File: config.mk
export PLATFORM = sky130hd
export DESIGN_NAME = gpib_controller_handshake_top
export DESIGN_NICKNAME = d
export VERILOG_FILES = /design/src/rtl/gch_pkg.sv /design/src/rtl/gch_step.sv /design/src/rtl/gpib_controller_handshake_top.sv
export SDC_FILE = /design/constraint.sdc
export NUM_CORES = 1
export LEC_CHECK = 0
export ABC_AREA = 1
export BUFFER_PORTS_ARGS = -buffer_cell sky130_fd_sc_hd__buf_2
export CAP_MARGIN = 30
export CORE_UTILIZATION = 40
export DETAILED_ROUTE_END_ITERATION = 8
export GPL_TIMING_DRIVEN = 0
export PLACE_DENSITY_LB_ADDON = 0.15
export SLEW_MARGIN = 20
export SYNTH_ARGS = -nofsm -noshare
export SYNTH_HDL_FRONTEND = slang
export SYNTH_SLANG_ARGS = --single-unit
File: constraint.sdc
create_clock -name i_clk -period 6 [get_ports i_clk]
set_input_delay 0.3 -clock i_clk [delete_from_list [all_inputs] [get_ports i_clk]]
set_output_delay 0.3 -clock i_clk [all_outputs]
set_load 0.01 [all_outputs]
File: src/rtl/gch_pkg.sv
// gch_pkg: types, codes and the command byte table of the gpib controller handshake
// no dependencies; used by every file under rtl

package gch_pkg;

    // request kinds
    localparam logic [1:0] MODE_NONE = 2'd0;
    localparam logic [1:0] MODE_SEND = 2'd1;
    localparam logic [1:0] MODE_RECV = 2'd2;

    // result status
    localparam logic [1:0] ST_OK          = 2'd0;
    localparam logic [1:0] ST_NO_LISTENER = 2'd1;
    localparam logic [1:0] ST_BAD_CMD     = 2'd2;

    // command ids: line sets, interface commands, data byte
    localparam logic [4:0] CID_ATN = 5'd0;
    localparam logic [4:0] CID_EOI = 5'd4;
    localparam logic [4:0] CID_MLA = 5'd5;
    localparam logic [4:0] CID_MTA = 5'd6;
    localparam logic [4:0] CID_LAD = 5'd7;
    localparam logic [4:0] CID_UNL = 5'd8;
    localparam logic [4:0] CID_TAD = 5'd9;
    localparam logic [4:0] CID_UNT = 5'd10;
    localparam logic [4:0] CID_SAD = 5'd11;
    localparam logic [4:0] CID_LLO = 5'd12;
    localparam logic [4:0] CID_DCL = 5'd13;
    localparam logic [4:0] CID_PPU = 5'd14;
    localparam logic [4:0] CID_SPE = 5'd15;
    localparam logic [4:0] CID_SPD = 5'd16;
    localparam logic [4:0] CID_GTL = 5'd17;
    localparam logic [4:0] CID_SDC = 5'd18;
    localparam logic [4:0] CID_PPC = 5'd19;
    localparam logic [4:0] CID_GET = 5'd20;
    localparam logic [4:0] CID_TCT = 5'd21;
    localparam logic [4:0] CID_PPE = 5'd22;
    localparam logic [4:0] CID_PPD = 5'd23;
    localparam logic [4:0] CID_DATA = 5'd24;

    // line and handshake bit masks
    localparam logic [4:0] LN_ATN  = 5'b00001;
    localparam logic [2:0] HS_DAV  = 3'b001;
    localparam logic [2:0] HS_NRFD = 3'b010;
    localparam logic [2:0] HS_NDAC = 3'b100;

    typedef enum logic [2:0] {
        PH_IDLE,
        PH_TX_NRFD,
        PH_TX_NDAC,
        PH_RX_DAV,
        PH_RX_DAVLOW
    } t_phase;

    typedef struct packed {
        logic [1:0] mode;
        logic [4:0] command_id;
        logic [7:0] arg;
        logic       bus_nrfd;
        logic       bus_ndac;
        logic       bus_dav;
        logic [7:0] bus_data_in;
    } t_in_item;

    typedef struct packed {
        logic [4:0] control_lines;
        logic [2:0] handshake_drive;
        logic [7:0] bus_data_out;
        logic       talker_dir;
        logic       busy_res;
        logic       done_res;
        logic [1:0] status;
        logic [7:0] received_byte;
    } t_out_item;

    typedef struct packed {
        t_phase     phase;
        logic [7:0] out_byte;
        logic [4:0] line_levels;
        logic [2:0] hs_levels;
        logic       talking;
        logic       cmd_cycle;
        logic [7:0] rx_byte;
    } t_state;

    // interface command byte for ids MLA..PPD; address commands wrap mod 256
    function automatic logic [7:0] cmd_code(input logic [4:0] cid, input logic [7:0] arg);
        logic [7:0] code;
        unique case (cid)
            CID_MLA: code = 8'h20;
            CID_MTA: code = 8'h40;
            CID_LAD: code = 8'h20 + arg;
            CID_UNL: code = 8'h3F;
            CID_TAD: code = 8'h40 + arg;
            CID_UNT: code = 8'h5F;
            CID_SAD: code = 8'h60 + arg;
            CID_LLO: code = 8'h11;
            CID_DCL: code = 8'h14;
            CID_PPU: code = 8'h15;
            CID_SPE: code = 8'h18;
            CID_SPD: code = 8'h19;
            CID_GTL: code = 8'h01;
            CID_SDC: code = 8'h04;
            CID_PPC: code = 8'h05;
            CID_GET: code = 8'h08;
            CID_TCT: code = 8'h09;
            CID_PPE: code = 8'h60;
            CID_PPD: code = 8'h70;
            default: code = 8'h00;
        endcase
        return code;
    endfunction

endpackage

File: src/rtl/gch_step.sv
// gch_step: next state and result for one transaction of the handshake controller
// depends on gch_pkg

module gch_step (
    input  gch_pkg::t_state    i_state,
    input  gch_pkg::t_in_item  i_item,
    output gch_pkg::t_state    o_state,
    output gch_pkg::t_out_item o_result
);

    gch_pkg::t_phase n_phase;
    gch_pkg::t_state n_state;
    logic            listener;
    logic            is_cmd;
    logic            done;
    logic [1:0]      status;

    assign listener = i_item.bus_nrfd | i_item.bus_ndac;
    assign is_cmd   = (i_item.command_id >= gch_pkg::CID_MLA) &&
                      (i_item.command_id <= gch_pkg::CID_PPD);

    // next phase
    always_comb begin
        n_phase = i_state.phase;
        unique case (i_state.phase)
            gch_pkg::PH_IDLE: begin
                if (i_item.mode == gch_pkg::MODE_SEND) begin
                    if ((is_cmd || i_item.command_id == gch_pkg::CID_DATA) && listener)
                        n_phase = gch_pkg::PH_TX_NRFD;
                end else if (i_item.mode == gch_pkg::MODE_RECV) begin
                    n_phase = gch_pkg::PH_RX_DAV;
                end
            end
            gch_pkg::PH_TX_NRFD:   if (!i_item.bus_nrfd) n_phase = gch_pkg::PH_TX_NDAC;
            gch_pkg::PH_TX_NDAC:   if (!i_item.bus_ndac) n_phase = gch_pkg::PH_IDLE;
            gch_pkg::PH_RX_DAV:    if (i_item.bus_dav)   n_phase = gch_pkg::PH_RX_DAVLOW;
            gch_pkg::PH_RX_DAVLOW: if (!i_item.bus_dav)  n_phase = gch_pkg::PH_IDLE;
            default:               n_phase = gch_pkg::PH_IDLE;
        endcase
    end

    // line levels, handshake drives and latched bytes
    always_comb begin
        n_state = i_state;
        done    = 1'b0;
        status  = gch_pkg::ST_OK;
        unique case (i_state.phase)
            gch_pkg::PH_IDLE: begin
                if (i_item.mode == gch_pkg::MODE_SEND) begin
                    done = 1'b1;
                    if (i_item.command_id <= gch_pkg::CID_EOI) begin
                        if (i_item.arg != 8'd0)
                            n_state.line_levels[i_item.command_id[2:0]] = 1'b1;
                        else
                            n_state.line_levels[i_item.command_id[2:0]] = 1'b0;
                    end else if (is_cmd || i_item.command_id == gch_pkg::CID_DATA) begin
                        n_state.talking   = 1'b1;
                        n_state.hs_levels = 3'b000;
                        if (listener) begin
                            done = 1'b0;
                            n_state.out_byte = is_cmd ?
                                gch_pkg::cmd_code(i_item.command_id, i_item.arg) :
                                i_item.arg;
                            // commands go out under atn, data with atn released
                            n_state.line_levels = is_cmd ?
                                (i_state.line_levels | gch_pkg::LN_ATN) :
                                (i_state.line_levels & ~gch_pkg::LN_ATN);
                            n_state.cmd_cycle = is_cmd;
                        end else begin
                            status = gch_pkg::ST_NO_LISTENER;
                            n_state.line_levels = i_state.line_levels & ~gch_pkg::LN_ATN;
                            n_state.cmd_cycle   = 1'b0;
                        end
                    end else begin
                        status = gch_pkg::ST_BAD_CMD;
                    end
                end else if (i_item.mode == gch_pkg::MODE_RECV) begin
                    n_state.talking   = 1'b0;
                    n_state.hs_levels = gch_pkg::HS_NDAC;
                end
            end
            gch_pkg::PH_TX_NRFD: begin
                if (!i_item.bus_nrfd)
                    n_state.hs_levels = i_state.hs_levels | gch_pkg::HS_DAV;
            end
            gch_pkg::PH_TX_NDAC: begin
                if (!i_item.bus_ndac) begin
                    n_state.hs_levels = i_state.hs_levels & ~gch_pkg::HS_DAV;
                    if (i_state.cmd_cycle) begin
                        n_state.line_levels = i_state.line_levels & ~gch_pkg::LN_ATN;
                        n_state.cmd_cycle   = 1'b0;
                    end
                    done = 1'b1;
                end
            end
            gch_pkg::PH_RX_DAV: begin
                if (i_item.bus_dav) begin
                    n_state.rx_byte   = i_item.bus_data_in;
                    n_state.hs_levels = gch_pkg::HS_NRFD;
                end
            end
            gch_pkg::PH_RX_DAVLOW: begin
                if (!i_item.bus_dav) begin
                    n_state.hs_levels = i_state.hs_levels | gch_pkg::HS_NDAC;
                    done = 1'b1;
                end
            end
            default: ;
        endcase
        n_state.phase = n_phase;
    end

    assign o_state = n_state;

    always_comb begin
        o_result.control_lines   = n_state.line_levels;
        o_result.handshake_drive = n_state.hs_levels;
        o_result.bus_data_out    = n_state.talking ? n_state.out_byte : 8'd0;
        o_result.talker_dir      = n_state.talking;
        o_result.busy_res        = (n_phase != gch_pkg::PH_IDLE);
        o_result.done_res        = done;
        o_result.status          = status;
        o_result.received_byte   = n_state.rx_byte;
    end

endmodule

File: src/rtl/gpib_controller_handshake_top.sv
// gpib_controller_handshake_top: ieee 488 controller three-wire handshake, one result per tick
// depends on gch_pkg and gch_step

// Each accepted transaction is one bus tick: its request and sampled NRFD, NDAC, DAV
// and DIO lines advance the controller by one step, and exactly one result comes
// back, held in an output register that is loaded on acceptance. A new transaction can
// be taken every cycle; the only thing that holds the input back is a full output
// register whose result has not yet been taken.
module gpib_controller_handshake_top (
    input  logic               i_clk,
    input  logic               i_rst_n,
    input  logic               i_in_valid,
    output logic               o_in_ready,
    input  gch_pkg::t_in_item  i_in,
    output logic               o_out_valid,
    input  logic               i_out_ready,
    output gch_pkg::t_out_item o_out
);

    gch_pkg::t_state    r_state;
    gch_pkg::t_state    n_state;
    gch_pkg::t_out_item r_out;
    gch_pkg::t_out_item n_out;
    logic               r_out_valid;
    logic               accept;

    assign o_in_ready = !r_out_valid || i_out_ready;
    assign accept     = i_in_valid && o_in_ready;

    gch_step u_step (
        .i_state  (r_state),
        .i_item   (i_in),
        .o_state  (n_state),
        .o_result (n_out)
    );

    always_ff @(posedge i_clk) begin
        if (!i_rst_n) begin
            r_state.phase       <= gch_pkg::PH_IDLE;
            r_state.out_byte    <= 8'd0;
            r_state.line_levels <= 5'd0;
            r_state.hs_levels   <= 3'd0;
            r_state.talking     <= 1'b0;
            r_state.cmd_cycle   <= 1'b0;
            r_state.rx_byte     <= 8'd0;
            r_out_valid         <= 1'b0;
        end else begin
            if (accept)
                r_state <= n_state;
            if (accept)
                r_out_valid <= 1'b1;
            else if (i_out_ready)
                r_out_valid <= 1'b0;
        end
    end

    always_ff @(posedge i_clk) begin
        if (accept)
            r_out <= n_out;
    end

    assign o_out_valid = r_out_valid;
    assign o_out       = r_out;

endmodule

# After elaboration in Yosys (flattened, before gate mapping)
# Cells that the tools add are included.
[word_totals]
latchBits = 0
mem_bits_rw = 0
output_inout_bits = 31
memories = 0
mem_bits_ro = 0
elab_cells = 126
input_bits = 30
register_bits = 59
[op_classes]
reduce_logical = 15
n_mux = 49
bitwise_logic = 7
multipliers = 0
n_eq_ne = 30
order_cmp = 5
add_sub_neg = 3
div_mod_pow = 0
shift = 0
[ops]
columns = ["cell", "n"]
rows = [
  ["case mux 8 bit (19 select lines)", 1],
  ["two-way mux 8 bit", 6],
  ["equality test 5 bit, second input constant", 9],
  ["equality test 5 x 4 -> 1 bit, second input constant", 8],
  ["case mux 3 bit (5 select lines)", 2],
  ["two-way mux 3 bit", 9],
  ["two-way mux 1 bit", 18],
  ["two-way mux 18 bit", 1],
  ["adder 7 x 8 -> 8 bit, first input constant", 2],
  ["equality test 5 x 3 -> 1 bit, second input constant", 3],
  ["two-way mux 5 bit", 3],
  ["two-way mux 13 bit", 1],
  ["two-way mux 4 bit", 3],
  ["case mux 5 bit (2 select lines)", 1],
  ["adder 6 x 8 -> 8 bit, first input constant", 1],
  ["nonzero test 8 bit", 1],
  ["equality test 3 x 2 -> 1 bit, second input constant", 2],
  ["AND reduction 6 bit", 1],
  ["bitwise AND 5 bit", 1],
  ["greater-or-equal comparator 5 x 3 -> 1 bit, second input constant", 1],
  ["<= comparator 5 x 3 -> 1 bit, second input constant", 1],
  ["<= comparator 5 bit, second input constant", 1],
  ["inverter 5 bit", 1],
  ["OR 5 bit", 1],
  ["other kinds (22)", 31],
]

# Depth between registers and ports, before layout
# Gate-level depths: netlist (run 1).
[depth]
ltp_word = 10
ltp_mapped = 13
depth_no_buf = 12

# Hierarchy
# A second synthesis (run 1) with hierarchy kept.
[hier_totals]
cells_unflattened = 540
hier_area_um2 = 3849.9
[modules_own_cells]
columns = ["module", "seq_area_each_um2", "n_inst", "cells_per_inst", "area_per_inst_um2"]
rows = [
  ["gpib_controller_handshake_top", 1471.4, 1, 225, 2287.2],
  ["gch_step", 0.0, 1, 315, 1562.7],
]

# Least setup slack after synthesis (run 1)
# OpenSTA, ideal clock, no wires.
[synth_path]
path_type = "flip-flop to flip-flop"
start = "register r_out_valid (netlist: o_out_valid)"
end = "register r_out, in the netlist o_out[0] (enable)"
arrival_ns = 1.791
period_less_slack_ns = 2.203
t_required_ns = 5.588
path_stages_with_launch = 5
setup_ns = 0.412
n_path_buf = 1
slack_ns = 3.797
cell_sequence = "dfxtp_1 -> nand2_1 -> nand2_1 -> inv_1 -> clkbuf_1"
[synth_via]
elab_chain_len = 3
[synth_lines]
columns = ["element", "line", "text"]
rows = [
  ["start, declared", "gpib_controller_handshake_top.sv:24", "logic r_out_valid;"],
  ["start signal, assigned", "gpib_controller_handshake_top.sv:46", "r_out_valid <= 1'b0;"],
  ["start signal, assigned", "gpib_controller_handshake_top.sv:51", "r_out_valid <= 1'b1;"],
  ["start signal, assigned", "gpib_controller_handshake_top.sv:53", "r_out_valid <= 1'b0;"],
  ["logical NOT 1 bit", "gpib_controller_handshake_top.sv:27", "assign o_in_ready = !r_out_valid || i_out_ready;"],
  ["logical OR 1 bit", "gpib_controller_handshake_top.sv:27", ""],
  ["via o_in_ready", "gpib_controller_handshake_top.sv:13", "output logic o_in_ready,"],
  ["logical AND 1 bit", "gpib_controller_handshake_top.sv:28", "assign accept = i_in_valid && o_in_ready;"],
  ["via accept", "gpib_controller_handshake_top.sv:25", "logic accept;"],
  ["end signal, assigned", "gpib_controller_handshake_top.sv:59", "r_out <= n_out;"],
  ["end, declared", "gpib_controller_handshake_top.sv:22", "gch_pkg::t_out_item r_out;"],
]
# The timed path passes the listed nets, and every way through them passes these cells.
# A chain may end at the register's enable or synchronous reset.

# Final worst setup path (run 1)
[layout_path]
start = "input i_in[23] (netlist bit)"
end = "register r_out, in the netlist o_out[19], data pin"
[layout_via]
elab_chain_len = 8
word_cells_on_any_way = 35
classes_between = "3 x order compare; 20 x eq/ne; 10 x mux; 2 x reduce/logical"
[layout_lines]
columns = ["element", "line", "text"]
rows = [
  ["start, declared", "gpib_controller_handshake_top.sv:14", "input gch_pkg::t_in_item i_in,"],
  ["equality test 5 bit (tied with other cells)", "gch_pkg.sv:88", "unique case (cid)"],
  ["case mux 8 bit (19 select lines) or logical AND 1 bit (tied branches)", "gch_pkg.sv:88, gch_step.sv:19", ""],
  ["two-way mux 8 bit", "gch_step.sv:61", "n_state.out_byte = is_cmd ?"],
  ["two-way mux 8 bit", "gch_step.sv:59", "if (listener) begin"],
  ["two-way mux 18 bit", "gch_step.sv:56", "end else if (is_cmd || i_item.command_id == gch_pkg::CID_DATA) begin"],
  ["two-way mux 8 bit", "gch_step.sv:51", "if (i_item.command_id <= gch_pkg::CID_EOI) begin"],
  ["two-way mux 13 bit", "gch_step.sv:49", "if (i_item.mode == gch_pkg::MODE_SEND) begin"],
  ["two-way mux 8 bit", "gch_step.sv:47", "unique case (i_state.phase)"],
]
# Parallel ways exist; a longest one is shown, timed or not. The select of a mux whose other input is x is not followed.

==> results.md, run 1 <==
* Status: finished, final reports clean
* Slew Viols, Final at 0
* Reg area at around 1500 um^2
* FILL cells at ~850
* H-tree Lvls at 3
* Die area at around 9000 um^2
* Cell Pwr Density at 256 nW/um^2
* TritonCTS buffer count at 9
* Post-Synth XOR/XNOR Area at 0.00261
* Post-synthesis mux area share at 0
* I/O Pins at 61
* Clock skew at a little under 0.009 ns
* Largest family of logic cells by synthesized area: simple AND/OR/NAND/NOR gates
* Global Route Usage Sum at 0.187
* Synth Area in Compound Gates at 0.152
* Worst Path Arrival at about 2.0 ns
* VDD IR max at approximately 0.15 mV
* Initial Util at 0.411
* Critical path endpoint category: register
* Largest net degree at the start of global routing at 22
* Post-CTS setup buffers at 0
* Nets at between 500 and 600
* Wire length per cell at ~12 um
* Startpoint Class: input pin
* Antenna diode count at 0
* Syn nets at approximately 480
* Die Wd at 93.7 um
* Initial antenna violation count at 0
* FF-to-FF Start: r_state[26]
* Buffers on Ports at 56
* Fraction of layout cells with a size suffix above 1 at 0.239
* Avg Inst Size Synth at about 7.5 um^2
* Final hold violations at 0
* Slew @ Worst Pin at around 0.57 ns
* Slew margin rel. at 0.617
* DR iter-0 viols at roughly 170
* CTS tree: built
* Crit path time final at between 1.5 and 2 ns
* Synth Area in Adders at 0.00968
* Post-Syn Area at about 3400 um^2
* Gpl congestion at ~0.9
* Count of hold-fix buffers inserted at cts at 0
* Core Region at 8180 um^2
* Final wirelength at approximately 8000 um
* Commonest cells after routing, fill and taps aside: nand2_1 (84), inv_1 (70), buf_2 (58), nor2_1 (55), o21ai_0 (43)
* Final setup violation count at 0
* Seq/Total Area, Yosys at 0.438
* Area share of the leading cell type in the synthesized netlist at 0.259
* Synth area leader: edfxtp_1
* Antenna viol nets, final at 0
* RSZ-0062 raised after global routing: no
* Synthesized instance count at 446
* Worst-Skew Late Latency at 0.33 ns
* Vias at around 3.0k
* Crit path max fanout at 10
* Clock transition at path regs at 0.07 ns
* Rows at 33
* Post-Synth Simple-Gate Area at 0.280
* Clk buf depth at 2
* Static Leak at 1.91 nW
* Multi-input gate area at between 1000 and 1500 um^2
* DRT Pass-1 Iters at 7
* Post-DP HPWL at 5820 um
* Synth Warn # at 0
* Synth cell types at 33
* Most area-consuming cells after synthesis: edfxtp_1 (26%), dfxtp_1 (18%), nand2_1 (9.4%)
* Final Cycle Share at 0.312
* DRC at 0
* FMAX at between 500 and 600 MHz
* Hold Slack at approximately 0.28 ns
* Kind of critical path: input pin to register
* Area Growth Syn to Fin at 18.7%
* Setup_tns at 0 ns
* Global-route wire length before repair at about 13000 um
* Resize count post-CTS at 0
* #FFs+latches synth at 59
* Clock root cell: clkbuf_8
* CTS Sinks at 59
* Maxcap violations at 0
* Worst Setup SP: i_in[23]
* Die height at 93.7 um
* Commonest non-fill, non-tap cell in the layout: nand2_1
* Hold_sp: i_out_ready
* Global route overflow at 0
* Hold/Removal Path Class: input pin to register
* Vias in the first global route at 2719
* Post-DR vias/cell at just under 5
* Req. time, crit path at 6.08 ns
-- flip-flops by register name (all words and copies together), names as in the netlist --
name and flops:
o_out 29, r_state 29, o_out_valid 1
-- final cells by class --
cell class	instances	share of cell area
Clock inverter	5	0.0132
Inverter	76	0.0722
Clock buffer	11	0.0355
Timing Repair Buffer	57	0.0753
Multi-Input combinational cell	295	0.374
Buffer	16	0.0276
Tap cell	105	0.0329
Sequential cell	59	0.369
-- worst max-delay path, stage by stage --
cell	delay [ns]
buf_2	0.12
buf_6	0.14
inv_1	0.14
nand3_1	0.14
nor2_1	0.15
fa_1	0.43
nand4_1	0.09
nand2_1	0.05
inv_1	0.05
nand3_1	0.11
o21ai_2	0.17
nor2_1	0.06
-- logic make-up (layout without fill, tap and decap cells) --
logic type	Yosys count	after routing
fa+ha+maj	2	2
flops	59	59
xor+xnor	1	1
compound gates	89	89
simple gates	203	203
buf+inv	92	165
-- power breakdown --
group	leakage (nW)	internal, mW	switching [mW]
clock network	0.0991	0.201	0.155
logic	1.27	0.0680	0.125
registers	0.540	0.459	0.0120
total	1.91	0.728	0.292
-- worst paths after layout --
path / endpoint / slack [ns] / depth (start not counted)
worst min register to register: r_state[8] / 0.47 / 2
worst max-delay path: o_out[19] / 4.13 / 12
worst min-delay path: o_out_valid / 0.28 / 4
worst max register to register: o_out[16] / 4.28 / 6
-- through the flow --
step | std cells | total power, mW | utilization | instance area (um^2) | worst slack (ns)
after floorplan | 446 | 0.611 | - | 3360 | 3.80
after global placement | 607 | 0.667 | 0.461 | 3770 | 3.21
after detailed placement | 608 | 0.672 | 0.464 | 3790 | 3.78
after CTS | 624 | 1.03 | 0.488 | 3990 | 4.15
after global routing | 624 | 1.07 | 0.488 | 3990 | 3.97
final | 624 | 1.02 | 0.488 | 3990 | 4.13
-- routing by layer --
| layer | global-route usage | routed length [um] | vias up | part of all wire |
|---|---|---|---|---|
| met5 | 0 | 0 | - | 0 |
| met4 | 0.0782 | 146 | 0 | 0.019 |
| met3 | 0.0324 | 356 | 11 | 0.046 |
| met2 | 0.300 | 3530 | 95 | 0.45 |
| met1 | 0.250 | 3740 | 1344 | 0.48 |
| li1 | - | - | 1582 | - |
-- cells in the mapped netlist --
cell / n
nor2_4: 5
o21ai_1: 1
nand4_1: 9
buf_4: 2
fa_1: 1
dfxtp_1: 30
nand2_2: 12
buf_12: 1
clkinv_1: 2
inv_1: 70
clkbuf_1: 8
buf_6: 3
nand3_4: 1
xnor2_1: 1
o211ai_1: 1
ha_1: 1
a21oi_2: 9
o221ai_1: 1
a21oi_1: 27
nand3_1: 22
nand2_1: 84
buf_2: 2
inv_2: 3
nor2_1: 55
o21ai_0: 43
nor3_1: 9
inv_4: 1
or2_2: 1
edfxtp_1: 29
nand2_4: 3
o21ai_2: 7
nand3_2: 1
nand3b_1: 1
Note: power is estimated with default switching activity, not from simulation.
==> inputs of run 2 (changes only) <==
- clock period: 6 -> 1.7 ns (I/O delays scaled with it)
==> run 2 against run 1 <==
Compared with the run above: the run now ends with design-rule violations left; register-to-register slack lost 4.2 ns; final area increased by 2.1%; sequential power grew to 3.5 times the previous value; global-route usage grew 0.19 points; die area is the same; total power grew to 3.7 times the previous value; count of clock-buffer cells in the layout unchanged; combinational power rose to 3.6 times the previous value; critical endpoint unchanged.
==> results.md, run 2 (synthesis results as in run 1) <==
* Req. time, crit path at roughly 1.8 ns
* FMAX at about 630 MHz
* Area Growth Syn to Fin at 21.1%
* DRC at 2
* Startpoint Class: register
* Clk buf depth at 2
* R2r endpoint: o_out[19]
* Post-DR vias/cell at between 4 and 5
* Final setup violation count at 0
* Global Route Usage Sum at 0.189
* Initial Util at 0.411
* Final Cycle Share at 0.936
* Setup_tns at 0 ns
* Clock transition at path regs at 0.07 ns
* Worst-Skew Late Latency at 0.34 ns
* Clock skew at 0.00972 ns
* Maxcap violations at 0
* Critical path endpoint category: register
* Setup WS pre-CTS at -0.308 ns
* TritonCTS buffer count at 9
* CTS tree: built
* Slew Viols, Final at 0
* Global-route wire length before repair at about 13000 um
* Hold/Removal Path Class: input pin to register
* Top Layer Used: met4
* Antenna diode count at 0
* I/O Pins at 61
* Antenna viol nets, final at 0
* DR iter-0 viols at slightly below 100
* Buffers on Ports at between 50 and 60
* Commonest non-fill, non-tap cell in the layout: nand2_1
* Final hold violations at 0
* Met2 WL at about 3600 um
* Wire length per cell at approximately 12 um
* Count of hold-fix buffers inserted at cts at 0
* Met3 WL at approximately 370 um
* Cell Pwr Density at between 900 and 1000 nW/um^2
* Rows at 33
* Reg2reg setup slack at roughly 0.11 ns
* RSZ-0062 raised after global routing: no
* Nets at 550
* VDD IR max at roughly 0.4 mV
* Crit path max fanout at 10
* Kind of critical path: register to register
* Slew margin rel. at 0.613
* Final worst setup slack at between 0.1 and 0.15 ns
* Static Leak at ~1.9 nW
* Largest net degree at the start of global routing at 21
* Status: finished, violations left
* CTS Sinks at 59
* Crit path time final at between 1.5 and 2 ns
* Core Region at 8180 um^2
* Worst Hold Endpoint: o_out[2]
* Final wirelength at between 7000 and 8000 um
* Hold depth at 3
* DRT Pass-1 Iters at 6
* Worst Path Arrival at 1.68 ns
* Global route overflow at 0
* Clock root cell: clkbuf_8
* Hold_sp: i_in[2]
* Fin area at approximately 4100 um^2
* Commonest cells after routing, fill and taps aside: nand2_1 (84), inv_1 (67), buf_2 (58), nor2_1 (55), o21ai_0 (43)
* Post-DP HPWL at roughly 5900 um
* Hold Slack at between 0.06 and 0.07 ns
* Fraction of layout cells with a size suffix above 1 at 0.260
* Initial antenna violation count at 0
* H-tree Lvls at 3
* R2R depth at 7
* Metal-1 WL at between 3000 and 4000 um
* Vias in the first global route at 2804
* Gpl congestion at between 0.9 and 1
* Die height at 93.7 um
* Placed cell areas at around 3800 um^2
* Slew @ Worst Pin at around 0.58 ns
* FILL cells at 846
* Vias at a little over 3k
* Die Wd at 93.7 um
* Die area at just under 9000 um^2
* Failing checks: design-rule violations
* FF-to-FF Start: r_state[27]
run 2: cell count changes in the layout (fill, tap and decap cells not counted), moves of 2 or more:
cell,previous run,this run
buf_4,2,6
clkinv_2,3,1
inv_2,3,5
clkbuf_1,8,6
inv_1,70,67
clkinvlp_4,1,3
run 2: what timing repair did:
action | 4_1_cts | 5_1_grt
endpoints found under the setup margin | 8 | 32
buffers inserted | 2 | 2
resized for setup | 1 | 9
pin swaps | 1 | 0
run 2: worst max-delay path: stages (launching register included):
cell and delay [ns]:
dfxtp_1 0.38, inv_1 0.13, nand3_2 0.14, nor2_4 0.18
nand3_4 0.11, buf_12 0.17, o21ai_2 0.17, nor2_1 0.06
run 2: worst max path at each step:
stage	start	endpoint	slack, ns	cells past startpoint
global route	r_state[27]	r_state[15]	0.007	8
CTS	o_out_valid	o_out[16]	0.001	5
finish	r_state[27]	o_out[19]	0.11	7
global placement	i_in[23]	o_out[19]	-0.28	12
detailed placement	i_in[23]	o_out[19]	-0.31	12
floorplan	i_in[23]	o_out[19]	0.05	11
run 2: metal layers:
layer,global-route usage,up-vias
met4,0.0654,0
met5,0,-
met3,0.0421,18
li1,-,1583
met1,0.247,1357
met2,0.309,84
run 2: layout make-up:
| class | instances | area, um^2 | area share |
|---|---|---|---|
| plain buffers | 16 | 114 | 0.0280 |
| clock buffers | 11 | 163 | 0.0400 |
| clock inverters | 5 | 58.8 | 0.0144 |
| inverters | 76 | 292 | 0.0716 |
| multi-input cells | 295 | 1500 | 0.369 |
| flip-flops and latches | 59 | 1470 | 0.362 |
| well taps | 105 | 131 | 0.0323 |
| repair buffers | 61 | 338 | 0.0830 |
run 2: stage by stage:
stage / util / power, mW / cells
after detailed placement: 0.465 / 2.38 / 608
after global routing: 0.498 / 3.94 / 628
after floorplan: - / 2.16 / 446
after CTS: 0.494 / 3.76 / 626
final: 0.498 / 3.75 / 628
after global placement: 0.462 / 2.35 / 607
run 2: where the power goes:
| part | internal (mW) | leakage [nW] | switching [mW] |
|---|---|---|---|
| logic | 0.250 | 1.29 | 0.442 |
| clock network | 0.805 | 0.107 | 0.585 |
| registers | 1.62 | 0.540 | 0.0441 |
